$ cat src/rtl/core/htd_pkg.sv
// Shared types and constants for the Huffman tree decoder.
`timescale 1ns / 1ps

package htd_pkg;

  localparam int NODE_W     = 8;
  localparam int CHILD_W    = 9;
  localparam int COUNT_W    = 24;
  localparam int SYMBOL_W   = 8;
  localparam int TREE_NODES = 256;

  // Walk restarts here after every symbol
  localparam logic [NODE_W-1:0] ROOT_NODE = 8'd254;

  // Input item kinds
  localparam logic REQ_NODE_WRITE = 1'b0;
  localparam logic REQ_DATA_BYTE  = 1'b1;

  // One tree node: child taken on a 1 bit in the upper half
  typedef struct packed {
    logic [CHILD_W-1:0] child_one;
    logic [CHILD_W-1:0] child_zero;
  } node_t;

  // Write beat into the tree table
  typedef struct packed {
    logic              en;
    logic [NODE_W-1:0] addr;
    node_t             data;
  } tree_wr_t;

endpackage

$ cat src/rtl/core/htd_walker.sv
// Bit-serial tree walker: sequencer, symbol count, pending symbol and output register.
`timescale 1ns / 1ps

module htd_walker (
  input  logic                          clk,
  input  logic                          rst,
  input  logic                          in_valid,
  output logic                          in_stall,
  input  logic                          req_type,
  input  logic [7:0]                    node_index,
  input  logic [htd_pkg::CHILD_W-1:0]   child_zero,
  input  logic [htd_pkg::CHILD_W-1:0]   child_one,
  input  logic [7:0]                    data_byte,
  input  logic [htd_pkg::COUNT_W-1:0]   expanded_length,
  output htd_pkg::tree_wr_t             tree_wr,
  output logic [htd_pkg::NODE_W-1:0]    rd_addr,
  input  htd_pkg::node_t                rd_data,
  output logic                          out_valid,
  input  logic                          out_stall,
  output logic [htd_pkg::SYMBOL_W-1:0]  symbol,
  output logic                          last_of_item,
  output logic                          chunk_done
);
  import htd_pkg::*;

  localparam logic [1:0] S_IDLE  = 2'd0;
  localparam logic [1:0] S_BIT   = 2'd1;
  localparam logic [1:0] S_FLUSH = 2'd2;

  logic [1:0]          state, state_next;
  logic [2:0]          bit_idx, bit_idx_next;
  logic [7:0]          data_reg;
  logic [NODE_W-1:0]   current_node, current_node_next;
  logic [COUNT_W-1:0]  bytes_emitted, bytes_emitted_next;
  logic                pend_valid, pend_valid_next;
  logic [SYMBOL_W-1:0] pend_symbol;
  logic                pend_done;
  logic                pend_load;
  logic                out_load, out_last;

  logic                in_take;
  logic                out_free;
  logic [CHILD_W-1:0]  child;
  logic                is_leaf;
  logic [COUNT_W-1:0]  count_inc;
  logic                hit_len;

  assign in_stall = (state != S_IDLE);
  assign in_take  = in_valid && !in_stall;
  assign out_free = !out_valid || !out_stall;

  // Node write beats go straight to the table
  assign tree_wr.en   = in_take && (req_type == REQ_NODE_WRITE);
  assign tree_wr.addr = node_index;
  assign tree_wr.data = '{child_one: child_one, child_zero: child_zero};

  // Select child for the current bit
  assign child     = data_reg[bit_idx] ? rd_data.child_one : rd_data.child_zero;
  assign is_leaf   = !child[CHILD_W-1];
  assign count_inc = bytes_emitted + COUNT_W'(1);
  assign hit_len   = (count_inc >= expanded_length);

  // Read the node the walk stands on next cycle
  assign rd_addr = current_node_next;

  // Sequencer
  always_comb begin
    state_next         = state;
    bit_idx_next       = bit_idx;
    current_node_next  = current_node;
    bytes_emitted_next = bytes_emitted;
    pend_valid_next    = pend_valid;
    pend_load          = 1'b0;
    out_load           = 1'b0;
    out_last           = 1'b0;
    case (state)
      S_IDLE: begin
        if (in_take && (req_type == REQ_DATA_BYTE)) begin
          state_next   = S_BIT;
          bit_idx_next = 3'd0;
        end
      end
      S_BIT: begin
        if (!is_leaf) begin
          // Descend one level
          current_node_next = child[NODE_W-1:0];
          if (bit_idx == 3'd7) begin
            state_next = S_FLUSH;
          end else begin
            bit_idx_next = bit_idx + 3'd1;
          end
        end else if (!pend_valid || out_free) begin
          // Symbol found: push older pending symbol, hold the new one
          out_load           = pend_valid;
          pend_load          = 1'b1;
          pend_valid_next    = 1'b1;
          current_node_next  = ROOT_NODE;
          bytes_emitted_next = hit_len ? '0 : count_inc;
          if (hit_len || (bit_idx == 3'd7)) begin
            state_next = S_FLUSH;
          end else begin
            bit_idx_next = bit_idx + 3'd1;
          end
        end
      end
      S_FLUSH: begin
        // Release the last symbol of the byte
        if (!pend_valid) begin
          state_next = S_IDLE;
        end else if (out_free) begin
          out_load        = 1'b1;
          out_last        = 1'b1;
          pend_valid_next = 1'b0;
          state_next      = S_IDLE;
        end
      end
      default: begin
        state_next = S_IDLE;
      end
    endcase
  end

  // Control registers
  always_ff @(posedge clk) begin
    if (rst) begin
      state         <= S_IDLE;
      bit_idx       <= 3'd0;
      current_node  <= ROOT_NODE;
      bytes_emitted <= '0;
      pend_valid    <= 1'b0;
      out_valid     <= 1'b0;
    end else begin
      state         <= state_next;
      bit_idx       <= bit_idx_next;
      current_node  <= current_node_next;
      bytes_emitted <= bytes_emitted_next;
      pend_valid    <= pend_valid_next;
      if (out_load) begin
        out_valid <= 1'b1;
      end else if (!out_stall) begin
        out_valid <= 1'b0;
      end
    end
  end

  // Payload registers
  always_ff @(posedge clk) begin
    if (in_take) begin
      data_reg <= data_byte;
    end
    if (pend_load) begin
      pend_symbol <= child[SYMBOL_W-1:0];
      pend_done   <= hit_len;
    end
    if (out_load) begin
      symbol       <= pend_symbol;
      chunk_done   <= pend_done;
      last_of_item <= out_last;
    end
  end

endmodule

$ cat config.mk
export PLATFORM = sky130hd
export DESIGN_NAME = htd_walker
export DESIGN_NICKNAME = d
export VERILOG_FILES = /design/src/rtl/core/htd_pkg.sv /design/src/rtl/core/htd_walker.sv
export SDC_FILE = /design/constraint.sdc
export NUM_CORES = 1
export LEC_CHECK = 0
export BUFFER_PORTS_ARGS = -buffer_cell sky130_fd_sc_hd__buf_2
export CAP_MARGIN = 20
export CORE_ASPECT_RATIO = 1.2
export CORE_MARGIN = 5
export CORE_UTILIZATION = 39
export CTS_CLUSTER_SIZE = 28
export DETAILED_ROUTE_END_ITERATION = 10
export SETUP_SLACK_MARGIN = 0.15
export SYNTH_ARGS = -nofsm -noshare
export SYNTH_HDL_FRONTEND = slang
export SYNTH_SLANG_ARGS = --single-unit
export TNS_END_PERCENT = 50
$ cat constraint.sdc
create_clock -name clk -period 9.91 [get_ports clk]
set_input_delay 2.4775 -clock clk [delete_from_list [all_inputs] [get_ports clk]]
set_output_delay 2.4775 -clock clk [all_outputs]
set_load 0.05 [all_outputs]
==> metrics.sh <==
LAYOUT-AREA-OVERHEAD-VS-SYNTH_PCT=13.5
CELLPOWERDENSITY_nW_PER_UM2=183
DESIGN.FINAL.NETS=578
DOMINANTREGCELLSYNTH='sky130_fd_sc_hd__dfxtp_1'
CHIPHEIGHT_UM=120
TRITONCTS_CLOCK_TREE='yes'
YOSYS_REG_BITS=66
TOTAL_CTS_BUFFERS=9
HTREE_NUM_LEVELS=3
FMAXACHIEVABLE_MHz=161
GRT_ANTENNA_BEFORE_REPAIR=0
RSZ0062_AT_GRT='false'
HOLDBUFCOUNTCTS=0
CRIT_PATH_LAUNCH_TYPE='input pin'
HP-CLASS='reg2reg'
TIMING.CRITICAL_PATH.BUF_INV=2
WORST_VDD_DROP_mV=0.0960
DIODES=0
ANT_NETS=0
POSTSYNTHAREAPERCELL_UM2=9.42
CTS_RESIZED=0
SYNTH.YOSYS.WARNINGS=0
TOTALNEGATIVESETUPSLACK_NS=0
SYNTH_AREA_UM2=3970
POSTSYNTH.ASYNCRESETSHARE_PCT=0
GRT_START_MAX_NET_PINS=40
SYNTHESIZED_NETLIST_NET_COUNT=533
SYNTH.LARGEST_AREA_CELL='sky130_fd_sc_hd__edfxtp_1'
GATE_COUNT_POST_SYNTH=421
TRITONCTS_NUM_SINKS=66
SYNTH_ENABLE_FLOP_CELLS=27
DRT_PRE_ANTENNA_ITERS=4
SYNTH.TOP_CELL.AREA_SHARE_PCT=20.4
SYNTH_CELL_TYPE_COUNT=45
ROUTED_WIRE_LENGTH_PER_INSTANCE_UM=13.6
DRT-VIAS-PER-INSTANCE=5.10
LAYOUT-DRIVE-GT1-SHARE_PCT=25.1
GRTUSAGETOTAL_PCT=13.3
PATH_MAX_FANOUT=8
ROOT_BUFFER='sky130_fd_sc_hd__clkbuf_16'
CRITICAL_PATH.MAX_STAGE_DELAY_NS=0.31
CLKLATENCYLATEPIN_NS=0.32
GRT_FIRST_PASS_WIRELENGTH_UM=13200
VIAS=3045
SHORTEST_PERIOD_THE_WORST_PATH_ALLOWS_NS=6.22
DRT_ITER0_DRC=54
GLOBALPLACE.CONGESTION=0.843
CRIT_REQUIRED_NS=7.43
MAXCAPVIOLATIONS=0
CRIT_ARRIVAL_NS=3.74
PATH_DELAY_FAMILY='buffers and inverters'
LARGEST_REGISTER_FF_COUNT=24
YOSYS-TOP-CELLS-COUNT='sky130_fd_sc_hd__dfxtp_1, sky130_fd_sc_hd__a21oi_1, sky130_fd_sc_hd__inv_1, sky130_fd_sc_hd__nand2_1, sky130_fd_sc_hd__ha_1'
FINAL_HOLD_VIOL_COUNT=0
WHS_NS=0.416
WORST_CLOCK_SKEW_NS=0.00521
SEQ_AREA_FRAC_SYNTH_PCT=40.1
REPORT.FINAL.SETUP_VIOL=0
SYNTHMOSTINSTANTIATEDCELL='sky130_fd_sc_hd__dfxtp_1'
ROUTED_WIRELENGTH_UM=8130
MIN_PERIOD_OVER_PERIOD_PCT=62.8
CRITICAL_PATH.ENDPOINT_TYPE='output port'
REPORT.FINAL.SLEW_VIOL_COUNT=0
RELSLEWSLACK_PCT=33.5
CLOCK_BUFFER_DEPTH=2
REGISTER_CLOCK_PIN_SLEW_ON_THE_REPORTED_WORST_SETUP_AND_HOLD_PATHS_NS=0.05
WORST_MARGIN_SLEW_NS=0.998
POSTCTSSETUPREPAIRBUFS=0
CRITPATHKIND='in2out'
NUMBER_OF_GLOBAL_ROUTE_VIAS_BEFORE_REPAIR=2943
FLOORPLAN.DIE.WIDTH_UM=102
FINAL.FILL_COUNT=987
LARGEST_REGISTER='bytes_emitted'
IO_PINS=128
STD_CELL_ROWS=40
FINAL_CORE_UTIL_PCT=45.0
CORE_UM2=10000
CP_COMMON_CELL='sky130_fd_sc_hd__buf_2'
CPMAXSTAGEDELAYCELL='sky130_fd_sc_hd__buf_2'
INITIAL_CORE_UTIL_PCT=39.6
RUN_STATUS='finished clean'
SYNTH_AREA_LEADERS='sky130_fd_sc_hd__edfxtp_1, sky130_fd_sc_hd__dfxtp_1, sky130_fd_sc_hd__ha_1'
DP.FINAL_HPWL_UM=6060
CELL_CHAIN_CRITICAL_PATH='buf_2 > mux2i_4 > nand2_1 > and2_1 > o22ai_1 > buf_2'
DIEAREA_UM2=12300
STATIC-LEAKAGE-POWER_uW=0.00194
PLACE.PORT_BUFFERS=75
GR-TOTAL-OVERFLOW=0
DETAIL_ROUTE.DRC_VIOLATIONS=0
-- worst paths after layout --
check                                                    from                       endpoint  slack [ns]  depth (start not counted)
worst max-delay path                              rd_data[17]                     rd_addr[0]        3.69                          6
worst min-delay path                 pend_symbol[1]$_DFFE_PP_            symbol[1]$_DFFE_PP_        0.42                          0
worst max register to register  bytes_emitted[0]$_SDFFE_PP0P_  bytes_emitted[2]$_SDFFE_PP0P_        5.92                         15
worst min register to register       pend_symbol[1]$_DFFE_PP_            symbol[1]$_DFFE_PP_        0.42                          0
-- final cells by class --
class / instances / area, um2 / area share [%]
Inverter: 33 / 124 / 2.75
Sequential cell: 66 / 1590 / 35.3
Clock inverter: 7 / 45.0 / 1.00
Multi-Input combinational cell: 279 / 1970 / 43.8
Clock buffer: 9 / 225 / 5.00
Tap cell: 126 / 158 / 3.50
Timing Repair Buffer: 77 / 390 / 8.67
-- layer usage --
metal | track usage [%] | vias to the layer above | routed length [um]
met1 | 15.9 | 1431 | 3490
met5 | 0 | - | 0
met3 | 3.29 | 6 | 436
li1 | - | 1534 | -
met4 | 4.27 | 0 | 88
met2 | 23.0 | 74 | 4120
-- power by group --
group / total, uW / internal [uW] / switching [uW] / leakage, uW
registers: 328 / 317 / 11.5 / 0.000565
clock network: 285 / 168 / 117 / 0.000125
logic: 213 / 74.0 / 139 / 0.00125
-- cells in the final DEF (no fill, tap or decap), types with 4 or more instances in the layout --
master,Yosys,final
sky130_fd_sc_hd__nand3_1,10,10
sky130_fd_sc_hd__mux2_2,8,8
sky130_fd_sc_hd__nor2_1,28,28
sky130_fd_sc_hd__xnor2_1,11,11
sky130_fd_sc_hd__nor3b_1,5,5
sky130_fd_sc_hd__buf_2,3,75
sky130_fd_sc_hd__nand4_1,5,5
sky130_fd_sc_hd__o21ai_0,20,20
sky130_fd_sc_hd__edfxtp_1,27,27
sky130_fd_sc_hd__dfxtp_1,39,39
sky130_fd_sc_hd__or3b_2,5,5
sky130_fd_sc_hd__nor3_1,6,6
sky130_fd_sc_hd__and2_1,4,4
sky130_fd_sc_hd__clkbuf_16,0,9
sky130_fd_sc_hd__and3_1,10,10
sky130_fd_sc_hd__xor2_1,11,11
sky130_fd_sc_hd__nand3b_1,6,6
sky130_fd_sc_hd__ha_1,31,31
sky130_fd_sc_hd__inv_1,32,32
sky130_fd_sc_hd__a21oi_1,38,38
sky130_fd_sc_hd__nand2_1,32,32
sky130_fd_sc_hd__o22a_2,7,7
sky130_fd_sc_hd__or2_1,7,7
sky130_fd_sc_hd__nor2b_1,4,4
-- cell families after synthesis --
| group | Yosys count | share of synthesized area [%] |
|---|---|---|
| and+or+nand+nor | 131 | 17.7 |
| AOI/OAI and AO/OA | 81 | 12.1 |
| buffers and inverters | 76 | 10.2 |
| DFF | 66 | 40.1 |
| adders and majority gates | 31 | 9.78 |
| xor gates and xnor gates | 22 | 4.86 |
| muxes | 14 | 5.23 |
-- stage by stage --
step	cells	cell area (um2)	total power [uW]	worst slack (ns)
after global routing	597	4500	865	3.57
after global placement	581	4230	542	3.77
after floorplan	421	3970	527	3.56
after CTS	597	4500	835	3.66
final	597	4500	825	3.69
after detailed placement	581	4230	549	3.67
Power figures use the tool's default switching activity.
